<file path="src/sv/grid_dark_marker_locator_top_assert.svh">
// Assertion macros shared by the grid dark marker locator RTL.
`ifndef GRID_DARK_MARKER_LOCATOR_TOP_ASSERT_SVH
`define GRID_DARK_MARKER_LOCATOR_TOP_ASSERT_SVH

// Consequent must hold in the same cycle as the antecedent.
`define GDML_ASSERT_NOW(label, clk, rst_n, ante, cons) \
    label: assert property (@(posedge clk) disable iff (!rst_n) (ante) |-> (cons)) \
        else $error("gdml check failed");

// Consequent must hold in the cycle after the antecedent.
`define GDML_ASSERT_NEXT(label, clk, rst_n, ante, cons) \
    label: assert property (@(posedge clk) disable iff (!rst_n) (ante) |=> (cons)) \
        else $error("gdml check failed");

`endif

</file>
<file path="src/sv/gdml_pkg.sv">
// Types and constants of the grid dark marker locator.
package gdml_pkg;

    // Grid geometry and field widths.
    localparam int CELLS     = 6;
    localparam int GRID_ROWS = 3;
    localparam int CELL_W    = 3;
    localparam int X_W       = 10;
    localparam int Y_W       = 9;
    localparam int PIX_W     = 8;
    localparam int POS_W     = 13;

    // Configuration port.
    localparam int CFG_INDEX_W = 3;
    localparam int CFG_DATA_W  = 10;

    typedef enum logic [CFG_INDEX_W-1:0] {
        CFG_WINDOW_LEFT    = 3'd0,
        CFG_WINDOW_TOP     = 3'd1,
        CFG_CELL_WIDTH     = 3'd2,
        CFG_CELL_HEIGHT    = 3'd3,
        CFG_DARK_THRESHOLD = 3'd4,
        CFG_BRIGHT_VALUE   = 3'd5
    } cfg_reg_t;

    // Register values after reset.
    localparam logic [9:0] RST_WINDOW_LEFT    = 10'd200;
    localparam logic [8:0] RST_WINDOW_TOP     = 9'd320;
    localparam logic [8:0] RST_CELL_WIDTH     = 9'd100;
    localparam logic [7:0] RST_CELL_HEIGHT    = 8'd50;
    localparam logic [7:0] RST_DARK_THRESHOLD = 8'd210;
    localparam logic [7:0] RST_BRIGHT_VALUE   = 8'd255;

    // Binarized level that counts as a hit.
    localparam logic [PIX_W-1:0] HIT_LEVEL = 8'd200;

    // BT.601 gray weights in 14-bit fixed point.
    localparam int PROD_W     = 22;
    localparam int SUM_W      = 23;
    localparam int GRAY_SHIFT = 14;
    localparam logic [PROD_W-1:0] W_BLUE  = 22'd1868;
    localparam logic [PROD_W-1:0] W_GREEN = 22'd9617;
    localparam logic [PROD_W-1:0] W_RED   = 22'd4899;
    localparam logic [SUM_W-1:0]  GRAY_ROUND = 23'd8192;

    // Register set.
    typedef struct packed {
        logic [9:0] window_left;
        logic [8:0] window_top;
        logic [8:0] cell_width;
        logic [7:0] cell_height;
        logic [7:0] dark_threshold;
        logic [7:0] bright_value;
    } cfg_t;

    // One classified pixel leaving the front end.
    typedef struct packed {
        logic              valid;
        logic              last;
        logic              hit;
        logic [CELL_W-1:0] cell_id;
        logic [X_W-1:0]    x;
        logic [Y_W-1:0]    y;
    } pix_event_t;

endpackage

</file>
<file path="src/sv/gdml_ram.sv">
// Generic single-port-write, single-port-read RAM with registered read data.
module gdml_ram #(
    parameter int WIDTH = 19,
    parameter int DEPTH = 16
) (
    input  logic                     clk,
    input  logic                     we,
    input  logic [$clog2(DEPTH)-1:0] waddr,
    input  logic [WIDTH-1:0]         wdata,
    input  logic                     re,
    input  logic [$clog2(DEPTH)-1:0] raddr,
    output logic [WIDTH-1:0]         rdata
);

    logic [WIDTH-1:0] mem [DEPTH];

    // Write port.
    always_ff @(posedge clk)
    begin
        if (we)
        begin
            mem[waddr] <= wdata;
        end
    end

    // Read port; data holds while no read is issued.
    always_ff @(posedge clk)
    begin
        if (re)
        begin
            rdata <= mem[raddr];
        end
    end

endmodule

</file>
<file path="src/sv/gdml_front.sv">
// Pixel front end: frame position, window and cell lookup, gray conversion and hit test.
module gdml_front #(
    parameter int FRAME_WIDTH  = 640,
    parameter int FRAME_HEIGHT = 480
) (
    input  logic                          clk,
    input  logic                          rst_n,
    input  logic                          accept,
    input  logic [gdml_pkg::PIX_W-1:0]    blue,
    input  logic [gdml_pkg::PIX_W-1:0]    green,
    input  logic [gdml_pkg::PIX_W-1:0]    red,
    input  logic                          frame_end,
    input  gdml_pkg::cfg_t                cfg,
    output gdml_pkg::pix_event_t          ev
);
    import gdml_pkg::*;

    localparam int CW = $clog2(FRAME_WIDTH);
    localparam int RW = $clog2(FRAME_HEIGHT);

    logic [CW-1:0] col_reg, col_next;
    logic [RW-1:0] row_reg, row_next;

    logic [POS_W-1:0] col_x, row_x, rx, ry;
    logic [POS_W-1:0] cw_x, cw2_x, ch_x, ch2_x, ch3_x;
    logic             in_window;
    logic [CELL_W-1:0] cell_row, cell_sel;

    logic              s1_valid_reg;
    logic              s1_last_reg;
    logic              s1_inside_reg;
    logic [CELL_W-1:0] s1_cell_reg;
    logic [X_W-1:0]    s1_x_reg;
    logic [Y_W-1:0]    s1_y_reg;
    logic [PROD_W-1:0] s1_pb_reg, s1_pg_reg, s1_pr_reg;

    logic [SUM_W-1:0] gray_sum;
    logic [PIX_W-1:0] gray;

    // Raster position of the next pixel, wrapping at the frame size; frame_end restarts it.
    always_comb
    begin
        col_next = col_reg;
        row_next = row_reg;
        if (accept)
        begin
            if (frame_end)
            begin
                col_next = '0;
                row_next = '0;
            end
            else if (col_reg == CW'(FRAME_WIDTH - 1))
            begin
                col_next = '0;
                row_next = (row_reg == RW'(FRAME_HEIGHT - 1)) ? '0 : row_reg + 1'b1;
            end
            else
            begin
                col_next = col_reg + 1'b1;
            end
        end
    end

    // Window membership and cell number of the current pixel.
    always_comb
    begin
        col_x = POS_W'(col_reg);
        row_x = POS_W'(row_reg);
        rx    = col_x - POS_W'(cfg.window_left);
        ry    = row_x - POS_W'(cfg.window_top);
        cw_x  = POS_W'(cfg.cell_width);
        cw2_x = POS_W'({cfg.cell_width, 1'b0});
        ch_x  = POS_W'(cfg.cell_height);
        ch2_x = POS_W'({cfg.cell_height, 1'b0});
        ch3_x = ch2_x + ch_x;

        in_window = (col_x >= POS_W'(cfg.window_left)) && (row_x >= POS_W'(cfg.window_top))
                 && (cfg.cell_width != '0) && (cfg.cell_height != '0)
                 && (rx < cw2_x) && (ry < ch3_x);

        priority if (ry >= ch2_x)
        begin
            cell_row = CELL_W'(2);
        end
        else if (ry >= ch_x)
        begin
            cell_row = CELL_W'(1);
        end
        else
        begin
            cell_row = '0;
        end

        cell_sel = (rx >= cw_x) ? CELL_W'(GRID_ROWS) + cell_row : cell_row;
    end

    // Control registers.
    always_ff @(posedge clk or negedge rst_n)
    begin
        if (!rst_n)
        begin
            col_reg      <= '0;
            row_reg      <= '0;
            s1_valid_reg <= 1'b0;
        end
        else
        begin
            col_reg      <= col_next;
            row_reg      <= row_next;
            s1_valid_reg <= accept;
        end
    end

    // Stage one payload: position results and the weighted channel products.
    always_ff @(posedge clk)
    begin
        if (accept)
        begin
            s1_last_reg   <= frame_end;
            s1_inside_reg <= in_window;
            s1_cell_reg   <= cell_sel;
            s1_x_reg      <= rx[X_W-1:0];
            s1_y_reg      <= ry[Y_W-1:0];
            s1_pb_reg     <= PROD_W'(blue) * W_BLUE;
            s1_pg_reg     <= PROD_W'(green) * W_GREEN;
            s1_pr_reg     <= PROD_W'(red) * W_RED;
        end
    end

    // Gray value and inverse binarization against the hit level.
    always_comb
    begin
        gray_sum = SUM_W'(s1_pb_reg) + SUM_W'(s1_pg_reg) + SUM_W'(s1_pr_reg) + GRAY_ROUND;
        gray     = gray_sum[GRAY_SHIFT +: PIX_W];

        ev.valid   = s1_valid_reg;
        ev.last    = s1_last_reg;
        ev.hit     = s1_inside_reg && (gray <= cfg.dark_threshold)
                  && (cfg.bright_value >= HIT_LEVEL);
        ev.cell_id = s1_cell_reg;
        ev.x       = s1_x_reg;
        ev.y       = s1_y_reg;
    end

endmodule

</file>
<file path="src/sv/grid_dark_marker_locator_top.sv">
// A frame_end pixel, once registered in the front end, starts the readout of six back-to-back points.
// Throughput: one pixel per cycle unless frame_end waits; RAM points read one per cycle on out_ready.
// A frame_end pixel waits while the previous frame's points are still being read out of the RAM.
// The point RAM has two banks, one being filled while the other is read out.
// Reset: asynchronous, active low; clears position, found flags and handshake state, no clearing pass.
`include "grid_dark_marker_locator_top_assert.svh"

module grid_dark_marker_locator_top #(
    parameter int FRAME_WIDTH  = 640,
    parameter int FRAME_HEIGHT = 480
) (
    input  logic                               clk,
    input  logic                               rst_n,
    // Pixel input channel.
    input  logic                               in_valid,
    output logic                               in_ready,
    input  logic [gdml_pkg::PIX_W-1:0]         blue,
    input  logic [gdml_pkg::PIX_W-1:0]         green,
    input  logic [gdml_pkg::PIX_W-1:0]         red,
    input  logic                               frame_end,
    // Point output channel.
    output logic                               out_valid,
    input  logic                               out_ready,
    output logic [gdml_pkg::CELL_W-1:0]        cell_index,
    output logic [gdml_pkg::X_W-1:0]           point_x,
    output logic [gdml_pkg::Y_W-1:0]           point_y,
    output logic                               found,
    output logic                               last_point,
    // Configuration write port.
    input  logic                               cfg_we,
    input  logic [gdml_pkg::CFG_INDEX_W-1:0]   cfg_index,
    input  logic [gdml_pkg::CFG_DATA_W-1:0]    cfg_data
);
    import gdml_pkg::*;

    localparam int RAM_W     = X_W + Y_W;
    localparam int RAM_DEPTH = 2 * (1 << CELL_W);
    localparam int RAM_AW    = $clog2(RAM_DEPTH);

    cfg_t       cfg_reg, cfg_next;
    pix_event_t ev;
    logic       in_xfer;

    logic                          wr_bank_reg, wr_bank_next;
    logic [1:0][CELLS-1:0]         found_reg, found_next;
    logic                          rd_busy_reg, rd_busy_next;
    logic                          rd_bank_reg, rd_bank_next;
    logic [CELL_W-1:0]             rd_idx_reg, rd_idx_next;
    logic                          out_valid_reg, out_valid_next;
    logic [CELL_W-1:0]             out_index_reg, out_index_next;
    logic                          out_found_reg, out_found_next;
    logic                          out_last_reg, out_last_next;

    logic                          ram_we, ram_re, advance;
    logic [RAM_AW-1:0]             ram_waddr, ram_raddr;
    logic [RAM_W-1:0]              ram_rdata;

    // Register writes; unknown indexes are ignored.
    always_comb
    begin
        cfg_next = cfg_reg;
        if (cfg_we)
        begin
            unique case (cfg_index)
                CFG_WINDOW_LEFT:    cfg_next.window_left    = cfg_data[9:0];
                CFG_WINDOW_TOP:     cfg_next.window_top     = cfg_data[8:0];
                CFG_CELL_WIDTH:     cfg_next.cell_width     = cfg_data[8:0];
                CFG_CELL_HEIGHT:    cfg_next.cell_height    = cfg_data[7:0];
                CFG_DARK_THRESHOLD: cfg_next.dark_threshold = cfg_data[7:0];
                CFG_BRIGHT_VALUE:   cfg_next.bright_value   = cfg_data[7:0];
                default:            cfg_next = cfg_reg;
            endcase
        end
    end

    // A frame_end pixel is held off until the previous frame's readout is done.
    assign in_ready = !(frame_end && (rd_busy_reg || (ev.valid && ev.last)));
    assign in_xfer  = in_valid && in_ready;

    gdml_front #(
        .FRAME_WIDTH  (FRAME_WIDTH),
        .FRAME_HEIGHT (FRAME_HEIGHT)
    ) u_front (
        .clk       (clk),
        .rst_n     (rst_n),
        .accept    (in_xfer),
        .blue      (blue),
        .green     (green),
        .red       (red),
        .frame_end (frame_end),
        .cfg       (cfg_reg),
        .ev        (ev)
    );

    // First hit per cell goes into the fill bank; the found flag blocks later hits.
    always_comb
    begin
        found_next   = found_reg;
        wr_bank_next = wr_bank_reg;
        ram_we       = 1'b0;
        ram_waddr    = {wr_bank_reg, ev.cell_id};
        if (ev.valid && ev.hit && !found_reg[wr_bank_reg][ev.cell_id])
        begin
            ram_we                               = 1'b1;
            found_next[wr_bank_reg][ev.cell_id]  = 1'b1;
        end
        if (ev.valid && ev.last)
        begin
            wr_bank_next              = !wr_bank_reg;
            found_next[!wr_bank_reg]  = '0;
        end
    end

    // Readout of the finished bank, one point per transfer slot.
    always_comb
    begin
        rd_busy_next   = rd_busy_reg;
        rd_bank_next   = rd_bank_reg;
        rd_idx_next    = rd_idx_reg;
        out_valid_next = out_valid_reg;
        out_index_next = out_index_reg;
        out_found_next = out_found_reg;
        out_last_next  = out_last_reg;
        advance        = rd_busy_reg && (!out_valid_reg || out_ready);
        ram_re         = advance;
        ram_raddr      = {rd_bank_reg, rd_idx_reg};

        if (advance)
        begin
            out_valid_next = 1'b1;
            out_index_next = rd_idx_reg;
            out_found_next = found_reg[rd_bank_reg][rd_idx_reg];
            out_last_next  = (rd_idx_reg == CELL_W'(CELLS - 1));
            rd_idx_next    = rd_idx_reg + 1'b1;
            if (rd_idx_reg == CELL_W'(CELLS - 1))
            begin
                rd_busy_next = 1'b0;
            end
        end
        else if (out_ready)
        begin
            out_valid_next = 1'b0;
        end

        if (ev.valid && ev.last)
        begin
            rd_busy_next = 1'b1;
            rd_bank_next = wr_bank_reg;
            rd_idx_next  = '0;
        end
    end

    // State registers.
    always_ff @(posedge clk or negedge rst_n)
    begin
        if (!rst_n)
        begin
            cfg_reg.window_left    <= RST_WINDOW_LEFT;
            cfg_reg.window_top     <= RST_WINDOW_TOP;
            cfg_reg.cell_width     <= RST_CELL_WIDTH;
            cfg_reg.cell_height    <= RST_CELL_HEIGHT;
            cfg_reg.dark_threshold <= RST_DARK_THRESHOLD;
            cfg_reg.bright_value   <= RST_BRIGHT_VALUE;
            wr_bank_reg            <= 1'b0;
            found_reg              <= '0;
            rd_busy_reg            <= 1'b0;
            rd_bank_reg            <= 1'b0;
            rd_idx_reg             <= '0;
            out_valid_reg          <= 1'b0;
            out_index_reg          <= '0;
            out_found_reg          <= 1'b0;
            out_last_reg           <= 1'b0;
        end
        else
        begin
            cfg_reg       <= cfg_next;
            wr_bank_reg   <= wr_bank_next;
            found_reg     <= found_next;
            rd_busy_reg   <= rd_busy_next;
            rd_bank_reg   <= rd_bank_next;
            rd_idx_reg    <= rd_idx_next;
            out_valid_reg <= out_valid_next;
            out_index_reg <= out_index_next;
            out_found_reg <= out_found_next;
            out_last_reg  <= out_last_next;
        end
    end

    // Point store: two banks of per-cell coordinates.
    gdml_ram #(
        .WIDTH (RAM_W),
        .DEPTH (RAM_DEPTH)
    ) u_point_ram (
        .clk   (clk),
        .we    (ram_we),
        .waddr (ram_waddr),
        .wdata ({ev.x, ev.y}),
        .re    (ram_re),
        .raddr (ram_raddr),
        .rdata (ram_rdata)
    );

    // Output fields; cells without a hit report zero coordinates.
    assign out_valid  = out_valid_reg;
    assign cell_index = out_index_reg;
    assign found      = out_found_reg;
    assign last_point = out_last_reg;
    assign point_x    = out_found_reg ? ram_rdata[Y_W +: X_W] : '0;
    assign point_y    = out_found_reg ? ram_rdata[Y_W-1:0] : '0;

    // Checks.
    `GDML_ASSERT_NOW(a_banks_apart, clk, rst_n, rd_busy_reg, rd_bank_reg != wr_bank_reg)
    `GDML_ASSERT_NOW(a_no_end_during_readout, clk, rst_n, in_xfer && frame_end, !rd_busy_reg)
    `GDML_ASSERT_NEXT(a_end_starts_readout, clk, rst_n, ev.valid && ev.last, rd_busy_reg)
    `GDML_ASSERT_NOW(a_miss_is_zero, clk, rst_n, out_valid && !found,
                     (point_x == '0) && (point_y == '0))

endmodule
</file>
<file path="config.mk">
export PLATFORM = sky130hd
export DESIGN_NAME = grid_dark_marker_locator_top
export DESIGN_NICKNAME = d
export VERILOG_FILES = /design/src/sv/gdml_pkg.sv /design/src/sv/gdml_ram.sv /design/src/sv/gdml_front.sv /design/src/sv/grid_dark_marker_locator_top.sv
export VERILOG_INCLUDE_DIRS = /design/src /design/src/sv
export SDC_FILE = /design/constraint.sdc
export NUM_CORES = 1
export LEC_CHECK = 0
export BUFFER_PORTS_ARGS = -buffer_cell sky130_fd_sc_hd__buf_2
export CAP_MARGIN = 10
export CORE_MARGIN = 2
export CORE_UTILIZATION = 40
export DETAILED_ROUTE_END_ITERATION = 16
export GPL_ROUTABILITY_DRIVEN = 0
export GPL_TIMING_DRIVEN = 0
export HOLD_SLACK_MARGIN = 0.08
export PLACE_DENSITY = 0.67
export SYNTH_ARGS = -nofsm -noshare
export SYNTH_HDL_FRONTEND = slang
export SYNTH_SLANG_ARGS = --single-unit
</file>
<file path="constraint.sdc">
create_clock -name clk -period 6.3 [get_ports clk]
set_clock_uncertainty 0.15 [all_clocks]
set_input_delay 0.63 -clock clk [delete_from_list [all_inputs] [get_ports clk]]
set_output_delay 0.63 -clock clk [all_outputs]
set_load 0.01 [all_outputs]
</file>
== Yosys cells after proc, flatten, opt, wreduce, memory -nomap -nowiden ==
Memory sizes are Yosys's and may differ from the RTL's. A register that Yosys moved wholly into a read port is not among the register bits.
Cells that the tools add are included.
W data, S select, Z words.

* Add/sub/neg operators: 10
* Multiply operators: 3
* Order comparisons: 17
* Eq/ne operators: 8
* Muxes and demuxes: 36
* Bitwise operators: 3
* Reduce and logical (&&, ||, !) cells: 37

{| class="wikitable"
|+ Operators by type and width
! kind !! count
|-
| $mux W6 || 6
|-
| $mux W9 || 4
|-
| $mux W10 || 3
|-
| $ge A13 B9 Y1 || 2
|-
| $mux W12 || 2
|-
| $add A19 B22 Y22 || 1
|-
| $add A22 B14 Y22 const B || 1
|-
| $add A22 B21 Y22 || 1
|-
| $mul A8 B14 Y22 const B || 1
|-
| $mul A8 B13 Y21 const B || 1
|-
| $mul A8 B9 Y17 const B || 1
|-
| $logic_and A1 B1 Y1 || 16
|-
| $reduce_and A2 Y1 || 8
|-
| $ge A13 B8 Y1 || 1
|-
| $lt A13 B10 Y1 || 1
|-
| $lt A13 B13 Y1 || 1
|-
| $and A12 B12 Y12 || 1
|-
| $demux W6 S1 || 2
|-
| $mux W1 || 12
|-
| $mux W3 || 4
|-
| $not A12 Y12 || 1
|-
| $or A12 B12 Y12 || 1
|-
| $sub A10 B10 Y11 || 1
|-
| $add A10 B1 Y10 const B || 1
|-
| other kinds (26) || 41
|}

* Bits in registers: 180
* Memory bits (writable): 304
* Input port bits: 43
* Output and inout port bits: 26
* Memories: 1

{| class="wikitable"
|+ Memories
! memory !! words !! width !! rd ports !! clocked after Yosys merged registers in !! wr ports !! RTL line !! source
|-
| u_point_ram.mem || 16 || 19 || 1 || 1 || 1 || gdml_ram.sv:15 || <nowiki>logic [WIDTH-1:0] mem [DEPTH];</nowiki>
|}

== Depth between registers and ports, before layout ==
Gate-level depths: netlist (run 1).

* Depth in word-level cells: 11
* Depth in mapped cells: 21

== Modules after synthesis ==
Synthesis (run 1) repeated with hierarchy kept, for this count alone.

* Cells, all modules: 1945
* Area, all modules: 27186.1 µm²

{| class="wikitable"
|+ By module, submodules not included
! module !! times used !! cells an instance !! area an instance (µm²) !! sequential area each (µm²)
|-
| gdml_ram || 1 || 507 || 12035.3 || 9699.3
|-
| gdml_front || 1 || 1177 || 11743.8 || 3022.9
|-
| grid_dark_marker_locator_top || 1 || 261 || 3407.0 || 1930.6
|}

== Worst setup path after synthesis (run 1) ==
OpenSTA, ideal clock, no wires.

* Kind: reg-to-reg
* From: register u_front.s1_pr_reg[4]
* To: memory u_point_ram.mem[4][0], enable pin
* Setup time: 0.450 ns
* Arrival: 6.102 ns
* Slack: -0.403 ns
* Stages on the path, launching flop included: 22
* Buffers on the path: 1
* Period minus slack after synthesis: 6.703 ns
* Path through: edfxtp_1 > inv_1 > fa_1 > inv_1 > ha_1 > ha_1 > a211o_1 > a31oi_1 > nor2_1 > o311a_1 > o21a_1 > nor2_1 > xnor2_1 > ha_1 > nor2b_1 > o21a_1 > o21ai_0 > a21oi_1 > o22ai_1 > nand2_1 > clkbuf_1 > nor4b_1

* Cells in the longest elaborated chain, start to end: 10

{| class="wikitable"
|+ Ends and longest elaborated chain
! item !! RTL line !! source
|-
| start: declaration || gdml_front.sv:35 || <nowiki>logic [PROD_W-1:0] s1_pb_reg, s1_pg_reg, s1_pr_reg;</nowiki>
|-
| start signal: assignment || gdml_front.sv:126 || <nowiki>s1_pr_reg <= PROD_W'(red) * W_RED;</nowiki>
|-
| $add A22 B21 Y22 || gdml_front.sv:133 || <nowiki>gray_sum = SUM_W'(s1_pb_reg) + SUM_W'(s1_pg_reg) + SUM_W'(s1_pr_reg) + GRAY_ROUND;</nowiki>
|-
| $add A22 B14 Y22 || gdml_front.sv:133 ||
|-
| $le A8 B8 Y1 || gdml_front.sv:138 || <nowiki>ev.hit = s1_inside_reg && (gray <= cfg.dark_threshold)</nowiki>
|-
| $logic_and A1 B1 Y1 || gdml_front.sv:138 ||
|-
| $logic_and A1 B1 Y1 || gdml_front.sv:139 || <nowiki>&& (cfg.bright_value >= HIT_LEVEL);</nowiki>
|-
| $logic_and A1 B1 Y1 (2 in a row) || grid_dark_marker_locator_top.sv:102 || <nowiki>if (ev.valid && ev.hit && !found_reg[wr_bank_reg][ev.cell_id])</nowiki>
|-
| $mux W1 || grid_dark_marker_locator_top.sv:102 ||
|-
| $mux W1 || gdml_ram.sv:20 || <nowiki>if (we)</nowiki>
|-
| $mux W1 (not written as such) || gdml_ram.sv:22 || <nowiki>mem[waddr] <= wdata;</nowiki>
|-
| end: declaration || gdml_ram.sv:15 ||
|}

Every way passes these cells.

== Worst setup path after layout (run 1) ==
* From: register u_front.s1_pr_reg[4]
* To: memory u_point_ram.mem[10][14], enable pin

Same word-level chain as after synthesis.

==> flow_metrics.env, run 1 <==
export IMPL_min_period_ps=6238
export IMPL_cp_data_required_time_ps=6440
export IMPL_cp_arrival_ps=6370
export IMPL_htree_levels=2
export IMPL_core_area_um2=65980
export IMPL_worstMarginPinSlew_ps=1101
export IMPL_placed_area_um2=28690
export IMPL_grt_overflow_total=0
export IMPL_synth_seq_cells=500
export IMPL_p_per_area_nw_per_um2=416.2
export IMPL_period_share=0.9902
export IMPL_largest_register_ffs=304
export IMPL_async_reset_ff_frac=0.1860
export IMPL_crit_end="u_point_ram.mem[10][14]"
export IMPL_clk_pin_slew_worst_paths_ps=60
export IMPL_clkSinkCount=500
export IMPL_reg2regPathDepth=23
export IMPL_clkLatencyLatePin_ps=620
export IMPL_ys_types=70
export IMPL_synth_seq_area_share=0.5444
export IMPL_power_leakage_nw=12.42
export IMPL_grt_pass1_vias=16360
export IMPL_syn_inst=1911
export IMPL_synth_edff_count=407
export IMPL_syn_cell_area_um2=26770
export IMPL_wire_per_inst_um=19.21
export IMPL_drt_iter0_markers=1159
export IMPL_hp_class="in2reg"
export IMPL_finalInstanceArea_um2=30480
export IMPL_die_area_um2=69010
export IMPL_peakVddDrop_mv=0.2344
export IMPL_drive_above_1_share=0.1759
export IMPL_setup_violations=0
export IMPL_antennaDiodeCount=0
export IMPL_finalHoldViolations=0
export IMPL_place_hpwl_um=42880
export IMPL_cp_max_fo=10
export IMPL_syn_nets=2288
export IMPL_viasPerCell=5.283
export IMPL_grt_start_max_net_pins=68
export IMPL_ys_warn_count=0
export IMPL_drc=0
export IMPL_r2r_end="u_point_ram.mem[10][14]"
export IMPL_cap_violations=0
export IMPL_max_slew_margin=0.2604
export IMPL_status="completed"
export IMPL_root_buffer="clkbuf_16"
export IMPL_avgSynthCellArea_um2=14.01
export IMPL_ys_flop_type="edfxtp_1"
export IMPL_reg2reg_slack_ps=60
export IMPL_cts_buffers=52
export IMPL_pin_count=69
export IMPL_grt_pass1_wl_um=90960
export IMPL_slew_violations=0
export IMPL_fmax_ghz=0.1603
export IMPL_placementRows=94
export IMPL_crit_start="u_front.s1_pr_reg[4]"
export IMPL_start_util=0.4057
export IMPL_clk_path_buf_depth=3
export IMPL_setup_ws_ps=61.97
export IMPL_critPathKind="reg2reg"
export IMPL_antenna_left=0
export IMPL_nets=2448
export IMPL_crit_path_start_kind="register"
export IMPL_num_vias=15740
export IMPL_cts_tree="yes"
export IMPL_end_kind="register"
export IMPL_portBuffers=67
export IMPL_grt_setup_unrepaired="yes"
export IMPL_dr_pass1_iters=7
export IMPL_die_h_um=262.7
export IMPL_antenna_found_initial=1
export IMPL_die_w_um=262.7
export IMPL_area_delta_synth_final_pct=13.85
export IMPL_track_usage=0.1680
export IMPL_pre_cts_ws_ps=-33.16
export IMPL_reg2reg_from="u_front.s1_pr_reg[4]"
export IMPL_routed_wl_um=57230
==> how the worst min path moves through the flow <==
stage                        startpoint             endpoint  slack, ps  cells past startpoint
after floorplan                   rst_n        cell_index[0]        180                      0
after global placement    cell_index[0]        cell_index[0]        320                      2
after detailed placement  cell_index[1]        cell_index[1]        330                      2
after CTS                     frame_end  u_front.s1_last_reg         90                      1
after global routing          frame_end  u_front.s1_last_reg        110                      1
final                         frame_end  u_front.s1_last_reg        120                      1
==> layout by cell type (no fill, tap or decap), drive strengths merged, types with 5 or more instances in the layout <==
cell type	n
or2	6
buf	117
a211oi	8
nor2	51
o31ai	5
clkinv	26
nor4	11
a21oi	62
mux4	101
mux2	19
and2	24
o21ai	89
ha	270
inv	257
o21bai	12
nor3	17
o41ai	10
nand2	120
a21o	22
xnor2	42
a31oi	9
o21a	17
edfxtp	407
fa	64
nand4	13
nor2b	14
clkbuf	97
nand3	16
dfstp	20
xor2	28
dfrtp	73
nand2b	20
and3	7
==> metal layers <==
| layer | track usage | wire length (um) | up-vias |
|---|---|---|---|
| met5 | 0 | 11 | - |
| met4 | 0.04908 | 1260 | 2 |
| met3 | 0.02024 | 2625 | 83 |
| met2 | 0.2938 | 29150 | 397 |
| met1 | 0.2197 | 24180 | 7924 |
| li1 | - | - | 7331 |
==> per-stage QoR <==
step | power [mW] | setup TNS, ps | utilization | cells | hold slack [ps]
after global placement | 9.451 | -540500 | 0.4274 | 2842 | 316.8
after CTS | 12.81 | 0 | 0.4614 | 2976 | 88.91
final | 12.68 | 0 | 0.4619 | 2979 | 117.9
after floorplan | 8.272 | -32600 | - | 1911 | 184.4
after detailed placement | 9.694 | -196.2 | 0.4348 | 2877 | 326.1
after global routing | 13.56 | -7715 | 0.4619 | 2979 | 109.5
==> worst max-delay path: stages (launching register included) <==
cell	delay (ps)
edfxtp_1	330
inv_1	70
fa_1	540
inv_1	50
ha_1	290
ha_1	310
a211o_1	260
a31oi_1	190
nor2_1	70
o311a_1	370
o21a_1	180
nor2_1	110
xnor2_1	150
ha_1	270
nor2b_1	150
o21a_1	170
o21ai_0	140
a21oi_1	90
o22ai_1	380
nand2_1	130
clkbuf_1	360
nor4_2	680
buf_4	290
buf_4	190
==> logic make-up after synthesis <==
family / Yosys count / synth area share
compound gates: 270 / 0.06394
simple gates: 316 / 0.05838
buf+inv: 298 / 0.04225
mux: 123 / 0.09408
flops: 500 / 0.5444
fa+ha+maj: 334 / 0.1741
xor+xnor: 70 / 0.02290
==> where the power goes <==
part	internal, mW	switching [mW]	total (mW)
clock	1.75	1.30	3.05
sequential	4.24	0.304	4.54
combinational	2.28	2.82	5.09
total	8.27	4.42	12.7
==> cells in the mapped netlist, types with 3 or more instances <==
| master | count | area share |
|---|---|---|
| and2_1 | 24 | 0.0056 |
| a211oi_1 | 8 | 0.0022 |
| or2_2 | 5 | 0.0012 |
| nand2b_1 | 20 | 0.0047 |
| nand4b_1 | 3 | 0.00098 |
| o2111ai_1 | 3 | 0.00098 |
| dfrtp_1 | 73 | 0.068 |
| nor3_1 | 17 | 0.0032 |
| a211o_1 | 3 | 0.00098 |
| nor4_1 | 11 | 0.0026 |
| a221oi_1 | 3 | 0.00098 |
| a31oi_1 | 9 | 0.0021 |
| o21ai_1 | 9 | 0.0017 |
| o21bai_1 | 12 | 0.0034 |
| o31ai_1 | 5 | 0.0014 |
| inv_1 | 254 | 0.036 |
| nand3_1 | 16 | 0.0030 |
| a31o_2 | 3 | 0.00098 |
| a311oi_1 | 3 | 0.00098 |
| mux4_2 | 101 | 0.085 |
| buf_2 | 10 | 0.0019 |
| and3_1 | 7 | 0.0016 |
| xor2_1 | 28 | 0.0092 |
| nor2b_1 | 13 | 0.0030 |
| o21a_1 | 17 | 0.0048 |
| mux2_2 | 19 | 0.0080 |
| a21oi_1 | 62 | 0.012 |
| edfxtp_1 | 407 | 0.46 |
| o41ai_1 | 9 | 0.0029 |
| nor2_1 | 51 | 0.0072 |
| nand2_1 | 120 | 0.017 |
| o211ai_1 | 4 | 0.0011 |
| mux2i_1 | 3 | 0.0011 |
| fa_1 | 64 | 0.048 |
| o21ai_0 | 80 | 0.015 |
| a21o_1 | 22 | 0.0062 |
| or3_1 | 4 | 0.00093 |
| dfstp_2 | 20 | 0.020 |
| clkbuf_1 | 31 | 0.0043 |
| ha_1 | 270 | 0.13 |
| nand4_1 | 13 | 0.0030 |
| xnor2_1 | 42 | 0.014 |
==> timing repair <==
item | in CTS | in global routing
resized for setup | 1 | 1
setup endpoints to repair | 6 | 122
hold buffers | 1 | 0
pin swaps | 0 | 3
gates cloned | 0 | 0
buffers inserted | 0 | 3
hold endpoints to repair | 21 | 0
==> area by class of cell <==
| class | instances | area (um2) |
|---|---|---|
| Buffer | 43 | 173.9 |
| Clock buffer | 66 | 1434 |
| Clock inverter | 32 | 304.0 |
| Fill cell | 5676 | 35500 |
| Inverter | 255 | 959.7 |
| Multi-Input combinational cell | 1113 | 11180 |
| Sequential cell | 500 | 14570 |
| Tap cell | 864 | 1081 |
| Timing Repair Buffer | 106 | 769.5 |
No activity file was read; power rests on OpenSTA's default activity.
==> run 2: changes to the inputs <==
--- a/config.mk
+++ b/config.mk
@@ -14,7 +14,7 @@
 export GPL_ROUTABILITY_DRIVEN = 0
 export GPL_TIMING_DRIVEN = 0
 export HOLD_SLACK_MARGIN = 0.08
-export PLACE_DENSITY = 0.67
+export PLACE_DENSITY = 0.65
 export SYNTH_ARGS = -nofsm -noshare
 export SYNTH_HDL_FRONTEND = slang
 export SYNTH_SLANG_ARGS = --single-unit
==> constraint.sdc (replaced) <==
create_clock -name clk -period 5.85 [get_ports clk]
set_clock_uncertainty 0.15 [all_clocks]
set_input_delay 0.585 -clock clk [delete_from_list [all_inputs] [get_ports clk]]
set_output_delay 0.585 -clock clk [all_outputs]
set_load 0.01 [all_outputs]
==> run 2 against run 1 <==
Against the previous run:
- register-to-register slack better by 210 ps
- worst hold slack got worse by 18 ps
- sequential cell count unchanged
- largest cell class unchanged
- largest power group unchanged
==> flow_metrics.env, run 2 (synthesized netlist as in run 1, its figures left out) <==
export IMPL_cp_slowest_cell="fa_1"
export IMPL_antenna_left=0
export IMPL_hold_start="cfg_data[9]"
export IMPL_clkSinkCount=500
export IMPL_grt_pass1_wl_um=90890
export IMPL_critPathKind="reg2reg"
export IMPL_root_buffer="clkbuf_16"
export IMPL_cp_data_required_time_ps=6010
export IMPL_status="completed"
export IMPL_min_period_ps=5576
export IMPL_cts_buffers=49
export IMPL_largest_register_ffs=304
export IMPL_cpPeakStageDelay_ps=530
export IMPL_cp_max_fo=10
export IMPL_pre_cts_ws_ps=-448.5
export IMPL_max_slew_margin=0.2521
export IMPL_drive_above_1_share=0.1765
export IMPL_worstMarginPinSlew_ps=1115
export IMPL_area_delta_synth_final_pct=14.18
export IMPL_grt_setup_unrepaired="yes"
export IMPL_place_hpwl_um=43090
export IMPL_core_area_um2=65980
export IMPL_dr_pass1_iters=5
export IMPL_start_util=0.4057
export IMPL_cts_tree="yes"
export IMPL_nFillCells=5635
export IMPL_grt_start_max_net_pins=67
export IMPL_routed_wl_um=57290
export IMPL_final_core_util=0.4633
export IMPL_layout_commonest_cell="edfxtp_1"
export IMPL_reg2reg_from="u_front.s1_pr_reg[4]"
export IMPL_viasPerCell=5.251
export IMPL_grt_overflow_total=0
export IMPL_track_usage=0.1675
export IMPL_die_area_um2=69010
export IMPL_drt_iter0_markers=1016
export IMPL_finalHoldViolations=0
export IMPL_htree_levels=2
export IMPL_period_share=0.9531
export IMPL_cp_common_cell="ha_1"
export IMPL_portBuffers=67
export IMPL_antennaDiodeCount=0
export IMPL_die_h_um=262.7
export IMPL_p_per_area_nw_per_um2=442.8
export IMPL_clk_pin_slew_worst_paths_ps=60
export IMPL_slew_violations=0
export IMPL_hp_class="in2reg"
export IMPL_crit_path_start_kind="register"
export IMPL_cp_arrival_ps=5740
export IMPL_wire_per_inst_um=19.21
export IMPL_pin_count=69
export IMPL_path_cells="inv_1 -> fa_1 -> inv_1 -> ha_1 -> ha_1 -> a211o_1 -> a31oi_2 -> nor2_1 -> o311a_1 -> o21a_1 -> nor2_1 -> xnor2_1 -> ha_1 -> nor2b_1 -> o21a_1 -> o21ai_0 -> a21oi_1 -> o22ai_2 -> nand2_2 -> buf_6 -> nor4_4 -> buf_4 -> buf_6 -> buf_4"
export IMPL_hold_slack_ps=99.87
export IMPL_setup_ws_ps=274.4
export IMPL_power_leakage_nw=12.45
export IMPL_crit_start="u_front.s1_pr_reg[4]"
export IMPL_cap_violations=0
export IMPL_clkLatencyLatePin_ps=610
export IMPL_final_cell_mix="edfxtp_1 (407), ha_1 (270), inv_1 (253), nand2_1 (119), mux4_2 (101)"
export IMPL_num_vias=15670
export IMPL_end_kind="register"
export IMPL_grt_pass1_vias=16390
export IMPL_peakVddDrop_mv=0.3147
export IMPL_antenna_found_initial=0
export IMPL_setup_violations=0
export IMPL_nets=2456
export IMPL_clk_path_buf_depth=3
export IMPL_fmax_ghz=0.1794
export IMPL_die_w_um=262.7
export IMPL_drc=0
export IMPL_placementRows=94
[run 2: cell count changes in the layout (fill, tap and decap cells not counted), moves of 3 or more]
cell,before,now
clkbuf_8,8,0
buf_4,24,30
buf_6,7,12
nor4_2,5,0
nor4_4,3,8
clkinv_2,13,9
clkbuf_16,52,49
[run 2: report_power, final]
group          total, mW  switching (mW)  internal (mW)
Combinational       5.50            3.04           2.46
Clock               3.14            1.36           1.78
Sequential          4.90           0.332           4.57
[run 2: repair_timing]
action                                 4_1_cts  5_1_grt
setup endpoints to repair                  159      261
hold buffers                                 2        0
buffers inserted                             5        7
resized for setup                           11        7
endpoints found under the hold margin       28        0
pin swaps                                    5        8
[run 2: critical path: cells and delay by family (launching register included)]
kind | cells | cell delay (ps)
and+or+nand+nor | 5 | 710
adders and majority gates | 4 | 1410
AOI/OAI and AO/OA | 8 | 1690
xor gates and xnor gates | 1 | 170
DFF | 1 | 330
buffers and inverters | 6 | 860
[run 2: path summary, 6_finish.rpt]
kind	end	slack, ps	depth (start not counted)
max in group asynchronous	cfg_reg[14]	4510	3
setup reg to reg	u_point_ram.mem[13][9]	270	24
min in group asynchronous	cfg_reg[33]	300	2
hold / removal	cfg_reg[51]	100	3
setup / recovery	u_point_ram.mem[13][9]	270	24
hold reg to reg	last_point	330	2
[run 2: per-layer routing]
metal / up-vias / part of all wire / GRT usage
li1: 7331 / - / -
met1: 7884 / 0.42 / 0.2153
met2: 350 / 0.51 / 0.2936
met3: 100 / 0.042 / 0.02305
met4: 0 / 0.028 / 0.05219
met5: - / 0 / 0
[run 2: final cells by class]
cell class              instances  area, um2  area share
plain buffers                  43      181.4    0.005935
multi-input cells            1113      11260      0.3683
inverters                     255      959.7     0.03140
clock inverters                33      357.8     0.01171
repair buffers                117      894.6     0.02927
flip-flops and latches        500      14570      0.4768
clock buffers                  58       1260     0.04122
well taps                     864       1081     0.03537
[run 2: per-stage QoR]
stage / cell area (um2) / power (mW) / setup TNS, ps / instances
after floorplan: 26780 / 8.908 / -99020 / 1911
after global placement: 28200 / 10.21 / -672870 / 2842
after detailed placement: 28730 / 10.42 / -28440 / 2878
after CTS: 30490 / 13.63 / 0 / 2976
after global routing: 30570 / 14.50 / -1094 / 2983
final: 30570 / 13.54 / 0 / 2983
